==> src/hw/rtl/dpis_pkg.sv <==
// shared constants and types of the dirac parse-info synchronizer
package dpis_pkg;

	// width of the next and previous offsets as they are compared
	localparam int unsigned OFFSET_BITS = 32;

	// a parse-info header is 13 bytes: prefix, code, next, previous
	localparam int unsigned HDR_LEN   = 13;
	localparam int unsigned FILL_BITS = $clog2(HDR_LEN + 1);

	// queue between classifier and sync tracker, power of two deep
	localparam int unsigned QUEUE_DEPTH = 4;
	localparam int unsigned QPTR_BITS   = $clog2(QUEUE_DEPTH);

	typedef logic [OFFSET_BITS-1:0] offset_t;

	localparam offset_t OFFSET_MAX  = '1;
	localparam offset_t HDR_LEN_OFF = offset_t'(HDR_LEN);

	// prefix characters of a parse-info header
	localparam logic [7:0] PREFIX_B = 8'h42;
	localparam logic [7:0] PREFIX_C = 8'h43;
	localparam logic [7:0] PREFIX_D = 8'h44;

	typedef enum logic [1:0] {
		SYNC_SEARCH   = 2'd0,
		SYNC_RECORDED = 2'd1,
		SYNC_LOCKED   = 2'd2
	} sync_state_t;

	typedef struct packed {
		logic [7:0] data_byte;
	} in_item_t;

	typedef struct packed {
		logic [7:0] out_byte;
		logic       out_valid;
		logic       in_unit;
		logic       unit_first;
		logic       unit_last;
		logic [7:0] unit_code;
		logic [1:0] sync_status;
	} out_item_t;

	// what the classifier finds at the head of the delay line
	typedef struct packed {
		logic       full;
		logic       is_hdr;
		logic [7:0] head;
		logic [7:0] code;
		offset_t    nxt;
		offset_t    prv;
	} hdr_info_t;

endpackage

==> src/hw/rtl/dpis_stream_if.sv <==
// valid/ready stream interfaces for the input bytes and the tagged bytes
interface dpis_in_if;
	logic                 valid;
	logic                 ready;
	dpis_pkg::in_item_t   data;

	modport source (output valid, output data, input ready);
	modport sink   (input valid, input data, output ready);
endinterface

interface dpis_out_if;
	logic                 valid;
	logic                 ready;
	dpis_pkg::out_item_t  data;

	modport source (output valid, output data, input ready);
	modport sink   (input valid, input data, output ready);
endinterface

==> src/hw/rtl/dpis_front.sv <==
// delay line and header classifier of the parse-info synchronizer
module dpis_front (
	input  logic                clk,
	input  logic                arst_n,
	dpis_in_if.sink             stream,
	output dpis_pkg::hdr_info_t info,
	output logic                info_valid,
	input  logic                info_ready
);

	localparam logic [dpis_pkg::FILL_BITS-1:0] FILL_FULL =
		dpis_pkg::FILL_BITS'(dpis_pkg::HDR_LEN);
	localparam logic [dpis_pkg::FILL_BITS-1:0] FILL_LAST =
		dpis_pkg::FILL_BITS'(dpis_pkg::HDR_LEN - 1);

	// the newest twelve bytes are held, the incoming byte completes the window
	logic [7:0]                     window_q [dpis_pkg::HDR_LEN-1];
	logic [7:0]                     win_next [dpis_pkg::HDR_LEN];
	logic [dpis_pkg::FILL_BITS-1:0] fill_q;
	logic                           accept;
	logic [31:0]                    nxt_raw;
	logic [31:0]                    prv_raw;

	assign accept       = stream.valid && info_ready;
	assign stream.ready = info_ready;
	assign info_valid   = stream.valid;

	// new byte enters at the tail, the head is the oldest byte
	always_comb begin
		for (int i = 0; i < dpis_pkg::HDR_LEN - 1; i++) begin
			win_next[i] = window_q[i];
		end
		win_next[dpis_pkg::HDR_LEN-1] = stream.data.data_byte;
	end

	always_ff @(posedge clk) begin
		if (accept) begin
			for (int i = 0; i < dpis_pkg::HDR_LEN - 1; i++) begin
				window_q[i] <= win_next[i+1];
			end
		end
	end

	always_ff @(posedge clk or negedge arst_n) begin
		if (!arst_n) begin
			fill_q <= '0;
		end else if (accept && fill_q != FILL_FULL) begin
			fill_q <= fill_q + 1'b1;
		end
	end

	assign nxt_raw = {win_next[5], win_next[6], win_next[7], win_next[8]};
	assign prv_raw = {win_next[9], win_next[10], win_next[11], win_next[12]};

	always_comb begin
		info.full   = (fill_q >= FILL_LAST);
		info.is_hdr = (win_next[0] == dpis_pkg::PREFIX_B) &&
		              (win_next[1] == dpis_pkg::PREFIX_B) &&
		              (win_next[2] == dpis_pkg::PREFIX_C) &&
		              (win_next[3] == dpis_pkg::PREFIX_D);
		info.head   = win_next[0];
		info.code   = win_next[4];
		info.nxt    = nxt_raw[dpis_pkg::OFFSET_BITS-1:0];
		info.prv    = prv_raw[dpis_pkg::OFFSET_BITS-1:0];
	end

endmodule

==> src/hw/rtl/dpis_queue.sv <==
// short queue of classified head bytes between classifier and tracker
module dpis_queue (
	input  logic                clk,
	input  logic                arst_n,
	input  logic                push_valid,
	output logic                push_ready,
	input  dpis_pkg::hdr_info_t push_data,
	output logic                pop_valid,
	input  logic                pop_ready,
	output dpis_pkg::hdr_info_t pop_data
);

	localparam logic [dpis_pkg::QPTR_BITS:0] COUNT_FULL =
		(dpis_pkg::QPTR_BITS + 1)'(dpis_pkg::QUEUE_DEPTH);

	dpis_pkg::hdr_info_t            entry_q [dpis_pkg::QUEUE_DEPTH];
	logic [dpis_pkg::QPTR_BITS-1:0] wr_ptr_q;
	logic [dpis_pkg::QPTR_BITS-1:0] rd_ptr_q;
	logic [dpis_pkg::QPTR_BITS:0]   count_q;
	logic                           push;
	logic                           pop;

	assign push_ready = (count_q != COUNT_FULL);
	assign pop_valid  = (count_q != '0);
	assign pop_data   = entry_q[rd_ptr_q];
	assign push       = push_valid && push_ready;
	assign pop        = pop_valid && pop_ready;

	always_ff @(posedge clk) begin
		if (push) begin
			entry_q[wr_ptr_q] <= push_data;
		end
	end

	always_ff @(posedge clk or negedge arst_n) begin
		if (!arst_n) begin
			wr_ptr_q <= '0;
			rd_ptr_q <= '0;
			count_q  <= '0;
		end else begin
			if (push) begin
				wr_ptr_q <= wr_ptr_q + 1'b1;
			end
			if (pop) begin
				rd_ptr_q <= rd_ptr_q + 1'b1;
			end
			if (push && !pop) begin
				count_q <= count_q + 1'b1;
			end else if (pop && !push) begin
				count_q <= count_q - 1'b1;
			end
		end
	end

endmodule

==> src/hw/rtl/dpis_back.sv <==
// sync tracker and output register of the parse-info synchronizer
module dpis_back (
	input  logic                clk,
	input  logic                arst_n,
	input  logic                pop_valid,
	output logic                pop_ready,
	input  dpis_pkg::hdr_info_t e,
	dpis_out_if.source          tag_stream
);

	dpis_pkg::sync_state_t lock_q, lock_d;
	dpis_pkg::offset_t     dist_q, dist_d;
	dpis_pkg::offset_t     next_q, next_d;
	dpis_pkg::offset_t     len_q, len_d;
	logic [7:0]            code_q, code_d;
	dpis_pkg::out_item_t   res_q, res_d;
	logic                  res_valid_q;

	logic                  take;
	dpis_pkg::offset_t     d;
	logic                  d_ok;
	dpis_pkg::offset_t     pos;
	logic                  pos_ge;
	logic                  hdr_follows;
	logic                  hdr_locks;

	assign pop_ready = !res_valid_q || tag_stream.ready;
	assign take      = pop_valid && pop_ready;

	// saturating distance to the last recorded header
	assign d    = (dist_q < dpis_pkg::OFFSET_MAX) ? dist_q + 1'b1 : dpis_pkg::OFFSET_MAX;
	assign d_ok = (d != dpis_pkg::OFFSET_MAX);
	assign pos    = len_q + 1'b1;
	assign pos_ge = (pos >= next_q);

	assign hdr_follows = e.is_hdr && (e.prv == next_q) && (e.nxt >= dpis_pkg::HDR_LEN_OFF);
	assign hdr_locks   = hdr_follows && d_ok && (e.prv == d);

	// next sync state
	always_comb begin
		lock_d = lock_q;
		if (e.full) begin
			unique case (lock_q)
				dpis_pkg::SYNC_LOCKED: begin
					if (pos_ge && !hdr_follows) begin
						lock_d = e.is_hdr ? dpis_pkg::SYNC_RECORDED : dpis_pkg::SYNC_SEARCH;
					end
				end
				dpis_pkg::SYNC_RECORDED: begin
					if (hdr_locks) begin
						lock_d = dpis_pkg::SYNC_LOCKED;
					end
				end
				default: begin
					lock_d = e.is_hdr ? dpis_pkg::SYNC_RECORDED : dpis_pkg::SYNC_SEARCH;
				end
			endcase
		end
	end

	// tracking registers and the tagged byte
	always_comb begin
		dist_d = dist_q;
		next_d = next_q;
		len_d  = len_q;
		code_d = code_q;
		res_d  = '0;
		if (e.full) begin
			res_d.out_byte  = e.head;
			res_d.out_valid = 1'b1;
			unique case (lock_q)
				dpis_pkg::SYNC_LOCKED: begin
					dist_d = d;
					if (pos_ge) begin
						if (hdr_follows) begin
							code_d           = e.code;
							next_d           = e.nxt;
							len_d            = '0;
							dist_d           = '0;
							res_d.in_unit    = 1'b1;
							res_d.unit_first = 1'b1;
							res_d.unit_code  = e.code;
						end else if (e.is_hdr) begin
							next_d = e.nxt;
							dist_d = '0;
						end
					end else begin
						len_d           = pos;
						res_d.in_unit   = 1'b1;
						res_d.unit_last = (pos == next_q - 1'b1);
						res_d.unit_code = code_q;
					end
				end
				dpis_pkg::SYNC_RECORDED: begin
					if (hdr_locks) begin
						code_d           = e.code;
						next_d           = e.nxt;
						len_d            = '0;
						dist_d           = '0;
						res_d.in_unit    = 1'b1;
						res_d.unit_first = 1'b1;
						res_d.unit_code  = e.code;
					end else if (e.is_hdr) begin
						next_d = e.nxt;
						dist_d = '0;
					end else begin
						dist_d = d;
					end
				end
				default: begin
					if (e.is_hdr) begin
						next_d = e.nxt;
						dist_d = '0;
					end else begin
						dist_d = d;
					end
				end
			endcase
		end
		res_d.sync_status = lock_d;
	end

	always_ff @(posedge clk or negedge arst_n) begin
		if (!arst_n) begin
			lock_q      <= dpis_pkg::SYNC_SEARCH;
			dist_q      <= '0;
			next_q      <= '0;
			len_q       <= '0;
			code_q      <= '0;
			res_valid_q <= 1'b0;
		end else begin
			if (take) begin
				lock_q <= lock_d;
				dist_q <= dist_d;
				next_q <= next_d;
				len_q  <= len_d;
				code_q <= code_d;
			end
			if (take) begin
				res_valid_q <= 1'b1;
			end else if (tag_stream.ready) begin
				res_valid_q <= 1'b0;
			end
		end
	end

	always_ff @(posedge clk) begin
		if (take) begin
			res_q <= res_d;
		end
	end

	assign tag_stream.valid = res_valid_q;
	assign tag_stream.data  = res_q;

`ifndef SYNTHESIS
	a_locked_next_long: assert property (@(posedge clk) disable iff (!arst_n)
		lock_q == dpis_pkg::SYNC_LOCKED |-> next_q >= dpis_pkg::HDR_LEN_OFF)
		else $error("locked with a next offset shorter than a header");

	a_locked_pos_inside: assert property (@(posedge clk) disable iff (!arst_n)
		lock_q == dpis_pkg::SYNC_LOCKED |-> len_q < next_q)
		else $error("unit position ran past the next offset");

	a_first_is_locked: assert property (@(posedge clk) disable iff (!arst_n)
		tag_stream.valid && tag_stream.data.unit_first |->
		tag_stream.data.in_unit && tag_stream.data.sync_status == dpis_pkg::SYNC_LOCKED)
		else $error("unit start tagged outside a locked unit");

	a_no_unit_while_filling: assert property (@(posedge clk) disable iff (!arst_n)
		tag_stream.valid && !tag_stream.data.out_valid |->
		!tag_stream.data.in_unit && tag_stream.data.out_byte == 8'h00)
		else $error("byte tagged before the delay line filled");
`endif

endmodule

==> src/hw/rtl/dirac_parse_info_sync.sv <==
// top level of the dirac parse-info synchronizer
// a transfer taken at the input passes the queue and the output register; its tagged
//   byte is the one that entered 12 transfers before (13-byte delay line)
// throughput: one byte per cycle unless the output stalls, set by the sync tracker step
// the 4-entry queue lets the classifier keep taking bytes while the output stalls
// reset: asynchronous active-low arst_n clears fill count, sync state, offsets, queue
//   and output valid; the delay line needs no clearing and no sweep is run
module dirac_parse_info_sync (
	input  logic       clk,
	input  logic       arst_n,
	dpis_in_if.sink    stream,
	dpis_out_if.source tag_stream
);

	// classified head byte on its way from the classifier into the queue
	dpis_pkg::hdr_info_t front_info;
	logic                front_valid;
	logic                front_ready;

	// classified head byte leaving the queue toward the tracker
	dpis_pkg::hdr_info_t back_info;
	logic                back_valid;
	logic                back_ready;

	// front: delay line, fill count and header pattern match on every transfer
	dpis_front u_front (
		.clk        (clk),
		.arst_n     (arst_n),
		.stream     (stream),
		.info       (front_info),
		.info_valid (front_valid),
		.info_ready (front_ready)
	);

	// queue: decouples classification from the tracker and output stalls
	dpis_queue u_queue (
		.clk        (clk),
		.arst_n     (arst_n),
		.push_valid (front_valid),
		.push_ready (front_ready),
		.push_data  (front_info),
		.pop_valid  (back_valid),
		.pop_ready  (back_ready),
		.pop_data   (back_info)
	);

	// back: search / recorded / locked tracking and the registered tagged byte
	dpis_back u_back (
		.clk        (clk),
		.arst_n     (arst_n),
		.pop_valid  (back_valid),
		.pop_ready  (back_ready),
		.e          (back_info),
		.tag_stream (tag_stream)
	);

endmodule

==> src/flat_wrapper.sv <==
// flat-port wrapper written by rule: the top's interface ports become plain ports
module dirac_parse_info_sync_flat 
  (clk, arst_n, stream_valid, stream_data, stream_ready, tag_stream_valid, tag_stream_data, tag_stream_ready);
  dpis_in_if stream_i ();
  dpis_out_if tag_stream_i ();
  input  logic clk;
  input  logic arst_n;
  input wire logic [$bits(stream_i.valid)-1:0] stream_valid;
  input wire logic [$bits(stream_i.data)-1:0] stream_data;
  output wire logic [$bits(stream_i.ready)-1:0] stream_ready;
  output wire logic [$bits(tag_stream_i.valid)-1:0] tag_stream_valid;
  output wire logic [$bits(tag_stream_i.data)-1:0] tag_stream_data;
  input wire logic [$bits(tag_stream_i.ready)-1:0] tag_stream_ready;
  assign stream_i.valid = stream_valid;
  assign stream_i.data = stream_data;
  assign stream_ready = stream_i.ready;
  assign tag_stream_valid = tag_stream_i.valid;
  assign tag_stream_data = tag_stream_i.data;
  assign tag_stream_i.ready = tag_stream_ready;
  dirac_parse_info_sync u_core (.clk(clk), .arst_n(arst_n), .stream(stream_i), .tag_stream(tag_stream_i));
endmodule
==> config.mk <==
export PLATFORM = sky130hd
export DESIGN_NAME = dirac_parse_info_sync_flat
export DESIGN_NICKNAME = d
export VERILOG_FILES = /design/src/hw/rtl/dpis_pkg.sv /design/src/hw/rtl/dpis_stream_if.sv /design/src/hw/rtl/dpis_front.sv /design/src/hw/rtl/dpis_queue.sv /design/src/hw/rtl/dpis_back.sv /design/src/hw/rtl/dirac_parse_info_sync.sv /design/src/flat_wrapper.sv
export SDC_FILE = /design/constraint.sdc
export NUM_CORES = 1
export LEC_CHECK = 0
export ABC_CLOCK_PERIOD_IN_PS = 5600
export BUFFER_PORTS_ARGS = -buffer_cell sky130_fd_sc_hd__buf_2
export CAP_MARGIN = 30
export CELL_PAD_IN_SITES_DETAIL_PLACEMENT = 2
export CELL_PAD_IN_SITES_GLOBAL_PLACEMENT = 2
export CORE_MARGIN = 1
export CORE_UTILIZATION = 46
export CTS_CLUSTER_SIZE = 16
export DETAILED_ROUTE_END_ITERATION = 8
export GPL_TIMING_DRIVEN = 0
export PLACE_DENSITY_LB_ADDON = 0.2
export SKIP_CTS_REPAIR_TIMING = 1
export SLEW_MARGIN = 20
export SYNTH_ARGS = -nofsm -noshare
export SYNTH_HDL_FRONTEND = slang
export SYNTH_SLANG_ARGS = --single-unit
==> constraint.sdc <==
create_clock -name clk -period 5.6 [get_ports clk]
set_clock_uncertainty 0.05 [all_clocks]
set_input_delay 0.84 -clock clk [delete_from_list [all_inputs] [get_ports clk]]
set_output_delay 0.84 -clock clk [all_outputs]
set_load 0.03 [all_outputs]
==> results of run 1 <==
-- final timing paths --
check | startpoint | end | slack (ns) | depth (start not counted)
max | u_core.u_queue.rd_ptr_q[1] | u_core.u_back.next_q[18] | 0.09 | 14
min | arst_n | u_core.u_back.len_q[25] | 0.08 | 1
max reg2reg | u_core.u_queue.rd_ptr_q[1] | u_core.u_back.next_q[18] | 0.09 | 14
min reg2reg | u_core.u_front.window_q[0][14] | u_core.u_front.window_q[0][6] | 0.42 | 0
max in group asynchronous | arst_n | u_core.u_back.lock_q[1] | 4.64 | 2
min in group clk | stream_data[3] | u_core.u_queue.entry_q[1][3] | 0.34 | 1
-- state kept, by name, indices dropped and copies added (netlist names) --
| signal | count |
|---|---|
| u_core.u_queue.count_q | 3 |
| u_core.u_queue.entry_q | 328 |
| u_core.u_front.window_q | 96 |
| u_core.u_back.next_q | 32 |
| u_core.u_back.len_q | 32 |
| u_core.u_back.tag_stream.data | 22 |
| u_core.u_back.code_q | 8 |
| u_core.u_back.lock_q | 2 |
| u_core.u_queue.rd_ptr_q | 2 |
| u_core.u_back.tag_stream.valid | 1 |
| u_core.u_front.fill_q | 4 |
| u_core.u_queue.wr_ptr_q | 2 |
| u_core.u_back.dist_q | 32 |
-- where the power goes --
group / total (uW) / switching [uW] / internal, uW
sequential: 6450 / 768 / 5680
clock: 4240 / 1820 / 2410
combinational: 5770 / 3760 / 2000
total: 16500 / 6360 / 10100
-- synth_stat cells, types with 34 or more instances --
cell,n
a21oi_1,44
clkbuf_1,69
dfrtp_1,118
edfxtp_1,446
ha_1,44
inv_1,85
mux4_2,78
nand2_1,104
nand3_1,42
nand4_1,46
nor2_1,69
nor3_1,36
o21ai_0,91
o31ai_1,40
xnor2_1,110
xor2_1,34
-- layer usage --
metal	wire length, um	GRT usage, %
met4	3720	12.7
met5	0	0
met3	5830	4.44
met2	46800	55.1
met1	39200	44.7
-- per-stage QoR --
step           utilization (%)  power [uW]  hold slack (ns)  cell area [um^2]
3_5_place_dp              49.1       11900            0.399             27700
6_report                  53.3       16500           0.0754             30000
5_1_grt                   53.3       16900            0.108             30000
4_1_cts                   52.8       16300           0.0979             29700
3_3_place_gp              48.6       11300            0.383             27400
2_1_floorplan                -        9500            0.368             26300
-- cell type report --
class | instances | area (um^2)
fillers | 5222 | 26400
flip-flops and latches | 564 | 16300
multi-input cells | 1129 | 9350
clock buffers | 80 | 1660
well taps | 756 | 946
repair buffers | 57 | 510
plain buffers | 103 | 504
clock inverters | 32 | 393
inverters | 86 | 327
diodes | 1 | 2.50
-- critical path: stages (launching register included) --
cell       delay [ns]
dfrtp_1          0.48
clkbuf_1         0.32
buf_1            0.80
mux4_2           0.55
xnor2_1          0.24
nand4_1          0.17
nor4_1           0.41
nand4b_1         0.37
nor2b_1          0.20
nand4_1          0.18
o31ai_2          0.49
nand3_2          0.36
clkbuf_1         0.36
o21ai_0          0.21
a2bb2oi_2        0.13
-- kinds of logic after synthesis --
family	count (synthesis)
fa+ha+maj	45
flops	564
compound gates	375
xor+xnor	146
simple gates	450
buf+inv	191
mux	113
==> results.sh, run 1 <==
export IMPL_outcome="finished, final reports clean"
export IMPL_grt_max_degree=64
export IMPL_fin_setup_tns_ns=0
export IMPL_firstDrtPassIters=5
export IMPL_layout_min_cycle_time_ns=5.51
export IMPL_endpoint_kind="register"
export IMPL_rows=87
export IMPL_track_usage_pct=33.3
export IMPL_powerDensity_nw_per_um2=548
export IMPL_nets=2058
export IMPL_max_freq_ghz=0.182
export IMPL_synth_main_ff_cell="edfxtp_1"
export IMPL_synth_simple_area_share_pct=9.37
export IMPL_synthXorXnorAreaFrac_pct=4.97
export IMPL_finalSetupViolCount=0
export IMPL_async_flop_share_pct=20.9
export IMPL_start_util_pct=46.6
export IMPL_path_max_fanout=10
export IMPL_yosysSeqAreaShare_pct=62.2
export IMPL_setup_worst_path_class="reg -> reg"
export IMPL_grt_ovfl_total=0
export IMPL_synth_nets=1941
export IMPL_routedWlPerCell_um=34.0
export IMPL_path_clk_slew_ns=0.07
export IMPL_gp_congestion=0.924
export IMPL_drv_slew=0
export IMPL_synth_top_cell_by_area="edfxtp_1"
export IMPL_cts_buffers=60
export IMPL_hpwl_mm=63.8
export IMPL_hold_class="in -> async"
export IMPL_syn_to_final_growth_pct=14.3
export IMPL_grt_pass1_wl_mm=139
export IMPL_final_common_cell="edfxtp_1"
export IMPL_cts_sinks=564
export IMPL_final_cells=2808
export IMPL_synth_cells=1884
export IMPL_cp_required_ns=6.04
export IMPL_synth_area_top_cells="edfxtp_1 51%, dfrtp_1 11%, mux4_2 6.7%"
export IMPL_antenna_found_initial=0
export IMPL_synth_top_family_by_area="compound AO/OA/AOI/OAI gates"
export IMPL_portBuffers=35
export IMPL_cts_tree="built"
export IMPL_synth_area_um2=26300
export IMPL_ioPinCount=36
export IMPL_ant_nets=0
export IMPL_finalCritPeriodShare_pct=98.4
export IMPL_h_tree_depth=2
export IMPL_die_h_um=241
export IMPL_startpoint_type="register"
export IMPL_drc_errors=0
export IMPL_ir_drop_mv=0.386
export IMPL_fp_dieW_um=241
export IMPL_synth_compound_area_share_pct=10.1
export IMPL_insertion_delay_ns=0.68
export IMPL_dp_cells=2688
export IMPL_synthDistinctLibCells=98
export IMPL_drt_wl_total_mm=95.5
export IMPL_ys_ff_latch=564
export IMPL_ys_warn_count=0
export IMPL_slew_headroom_pct=32.2
export IMPL_synth_edf_count=446
export IMPL_cts_root_buf="clkbuf_16"
export IMPL_vias=18535
export IMPL_dpl_worst_slack_ns=-1.19
export IMPL_clk_path_buf_depth=3
export IMPL_arrival_ns=5.95
export IMPL_avgSynthCellArea_um2=13.9
export IMPL_core_area_um2=56400
export IMPL_worstMarginPinSlew_ns=1.02
export IMPL_hold_violations=0
export IMPL_synth_mux_area_fraction_pct=8.23
export IMPL_viasPerCell=6.60
export IMPL_layout_common_cells="446 x edfxtp_1, 117 x dfrtp_1, 107 x xnor2_1, 103 x nand2_1, 91 x o21ai_0"
export IMPL_drive_gt1_share_pct=17.3
export IMPL_yosysTopAreaCellShare_pct=51.0
export IMPL_dieArea_um2=58100
export IMPL_synth_fa_ha_area_share_pct=2.17
export IMPL_grt_pass1_vias=19738
export IMPL_final_setup_worst_slack_ns=0.0914
export IMPL_drt_iter0_drc=1689
export IMPL_max_cap_viol_count=0
export IMPL_p_leak_uw=0.0107
Power figures use the tool's default switching activity.
==> run 2, diff against run 1 <==
CORE_MARGIN = 3   (was 1)
SYNTH_HIERARCHICAL = 1   (was default)
==> run 2 against run 1 <==
Via count decreased by 0.44%. Flip-flop and latch count unchanged. Clock-buffer cell count decreased by 13. The run now ends with setup timing left. First-iteration DRC count increased by 13%. Sequential power increased by 1%. Die area increased by 4.4%. Routed wire length increased by 2.2%. Total power increased by 6.6%. Final cell count increased by 1.7%. Critical endpoint is now u_core/u_back/next_q[10].
==> results.sh, run 2 <==
export IMPL_pwr_share_clk_pct=24.6
export IMPL_path_clk_slew_ns=0.07
export IMPL_layout_common_cells="446 x edfxtp_1, 117 x dfrtp_1, 111 x xnor2_1, 109 x nand2_1, 98 x buf_4"
export IMPL_nets=2106
export IMPL_yosysTopAreaCellShare_pct=50.4
export IMPL_p_sw_uw=6950
export IMPL_r2r_end="u_core/u_back/next_q[10]"
export IMPL_insertion_delay_ns=0.67
export IMPL_final_cells=2856
export IMPL_top_register="u_core/u_queue/entry_q"
export IMPL_ant_nets=0
export IMPL_max_freq_ghz=0.176
export IMPL_cts_buffers=59
export IMPL_start_util_pct=46.8
export IMPL_gp_congestion=0.944
export IMPL_final_util_pct=53.3
export IMPL_synth_area_um2=26500
export IMPL_cts_root_buf="clkbuf_16"
export IMPL_synth_top_cell_by_area="edfxtp_1"
export IMPL_ys_ff_latch=564
export IMPL_path_max_fanout=10
export IMPL_antenna_cells=0
export IMPL_r2r_cells=14
export IMPL_drc_errors=0
export IMPL_switching_share_pct=39.6
export IMPL_ioPinCount=36
export IMPL_p_leak_uw=0.0108
export IMPL_synth_main_ff_cell="edfxtp_1"
export IMPL_yosysMostFrequentCell="edfxtp_1"
export IMPL_rows=87
export IMPL_synth_commonest_cells="446 x edfxtp_1, 118 x dfrtp_1, 111 x xnor2_1"
export IMPL_finalPower_uw=17500
export IMPL_endpoint_kind="register"
export IMPL_synth_area_top_cells="edfxtp_1 50%, dfrtp_1 11%, mux4_2 7.0%"
export IMPL_crit_start="u_core/u_queue/rd_ptr_q[0]"
export IMPL_final_common_cell="edfxtp_1"
export IMPL_largestRegisters="u_core/u_queue/entry_q x328, u_core/u_front/window_q x96"
export IMPL_seqPwrFrac_pct=37.3
export IMPL_grt_pass1_wl_mm=142
export IMPL_cp_required_ns=6.06
export IMPL_arrival_ns=6.13
export IMPL_finalSetupViolCount=10
export IMPL_drv_slew=0
export IMPL_drt_iter0_drc=1911
export IMPL_cts_sinks=564
export IMPL_cts_tree="built"
export IMPL_outcome="complete, but fails checks"
export IMPL_reg2reg_setup_slack_ns=-0.07
export IMPL_synth_edf_count=446
export IMPL_startpoint_type="register"
export IMPL_powerDensity_nw_per_um2=580
export IMPL_grt_ovfl_total=0
export IMPL_worstMarginPinSlew_ns=0.920
export IMPL_synth_cells=1927
export IMPL_drt_wl_total_mm=97.6
export IMPL_p_int_uw=10600
export IMPL_ir_drop_mv=0.535
export IMPL_vias=18454
export IMPL_firstDrtPassIters=5
export IMPL_hold_class="in -> async"
export IMPL_synthDistinctLibCells=91
export IMPL_routedWlPerCell_um=34.2
export IMPL_h_tree_depth=2
export IMPL_grt_pass1_vias=19665
export IMPL_synth_nets=1984
export IMPL_hpwl_mm=64.1
export IMPL_slew_headroom_pct=38.1
export IMPL_syn_to_final_growth_pct=13.9
export IMPL_portBuffers=35
export IMPL_track_usage_pct=32.2
export IMPL_max_cap_viol_count=0
export IMPL_r2r_start="u_core/u_queue/rd_ptr_q[0]"
export IMPL_die_h_um=246
export IMPL_violations="setup timing"
export IMPL_setup_worst_path_class="reg -> reg"
export IMPL_dieArea_um2=60600
export IMPL_final_setup_worst_slack_ns=-0.0690
export IMPL_yosysSeqAreaShare_pct=61.6
export IMPL_fin_area_um2=30200
export IMPL_antenna_found_initial=0
export IMPL_grt_max_degree=63
export IMPL_place_area_um2=27900
export IMPL_largest_reg_flops=328
export IMPL_power_frac_comb_pct=38.1
export IMPL_clk_path_buf_depth=3
export IMPL_fp_dieW_um=246
export IMPL_core_area_um2=56700
export IMPL_hold_violations=0
export IMPL_dp_cells=2729
export IMPL_drive_gt1_share_pct=19.9
export IMPL_finalCritPeriodShare_pct=101
export IMPL_fin_setup_tns_ns=-0.274
export IMPL_async_flop_share_pct=20.9
export IMPL_ys_warn_count=6
export IMPL_avgSynthCellArea_um2=13.8
export IMPL_viasPerCell=6.46
export IMPL_layout_min_cycle_time_ns=5.67
==> run 2: cell count changes after synthesis, moves of 12 or more <==
cell / delta
o21a_1: -18
nor2b_1: -14
a21o_1: -15
buf_4: +81
a22o_1: +27
clkbuf_1: -18
a21oi_1: +36
a2bb2oi_1: -29
mux2i_1: -12
o31ai_1: -29
nor2_1: +13
o22ai_1: +20
o21ai_0: -56
==> run 2: area by class of cell <==
type / count / area (um^2)
Sequential cell: 564 / 16300
Tap cell: 756 / 946
Clock buffer: 67 / 1520
Fill cell: 5196 / 26500
Inverter: 95 / 362
Multi-Input combinational cell: 1094 / 8900
Clock inverter: 45 / 564
Buffer: 173 / 1060
Timing Repair Buffer: 62 / 536
==> run 2: worst max-delay path by stage <==
stage                     slack, ns                           endpoint
after global placement        -0.32           u_core/u_back/dist_q[26]
after floorplan                1.05            u_core/u_back/code_q[0]
after global routing          -0.07           u_core/u_back/next_q[10]
final                         -0.07           u_core/u_back/next_q[10]
after CTS                     -0.49  u_core/u_back/tag_stream.data[10]
after detailed placement      -0.34  u_core/u_back/tag_stream.data[10]
==> run 2: logic make-up after synthesis <==
group / Yosys count / synth area share (%)
simple gates: 476 / 9.74
compound gates: 318 / 8.19
mux: 97 / 7.71
buf+inv: 269 / 5.33
flops: 564 / 61.6
fa+ha+maj: 45 / 2.15
xor+xnor: 158 / 5.32
==> run 2: stage by stage <==
stage | setup WS [ns] | hold slack [ns]
finish | -0.0690 | 0.0881
CTS | -0.487 | 0.0928
detailed placement | -0.337 | 0.384
global route | -0.0738 | 0.109
floorplan | 1.05 | 0.367
global placement | -0.322 | 0.376
==> run 2: power groups by stage <==
stage               combinational [uW]  sequential (uW)  clock, uW
floorplan                         3900             6300          0
global placement                  5640             6420          0
detailed placement                6220             6510          0
CTS                               6440             6520       4380
global route                      7030             6590       4520
finish                            6680             6540       4320
==> run 2: per-layer routing <==
metal  routed length (um)  vias to the layer above  GRT usage (%)
li1                     -                     7544              -
met1                40000                     9707           43.8
met2                46500                      938           52.0
met3                 6550                      265           5.14
met4                 4550                        0           13.4
met5                    0                        -              0
==> run 2: critical path, stage by stage (launching register included) <==
cell and delay [ns]:
dfrtp_2 0.48, buf_6 0.24, buf_6 0.22, mux4_2 0.63, xor2_1 0.25, or4b_1 0.55, or4_1 0.60, nor3_4 0.33
o2111a_1 0.28, nand4_1 0.18, a2111oi_4 0.38, nand4b_4 0.26, a311o_2 0.54, buf_2 0.23, a22o_1 0.31
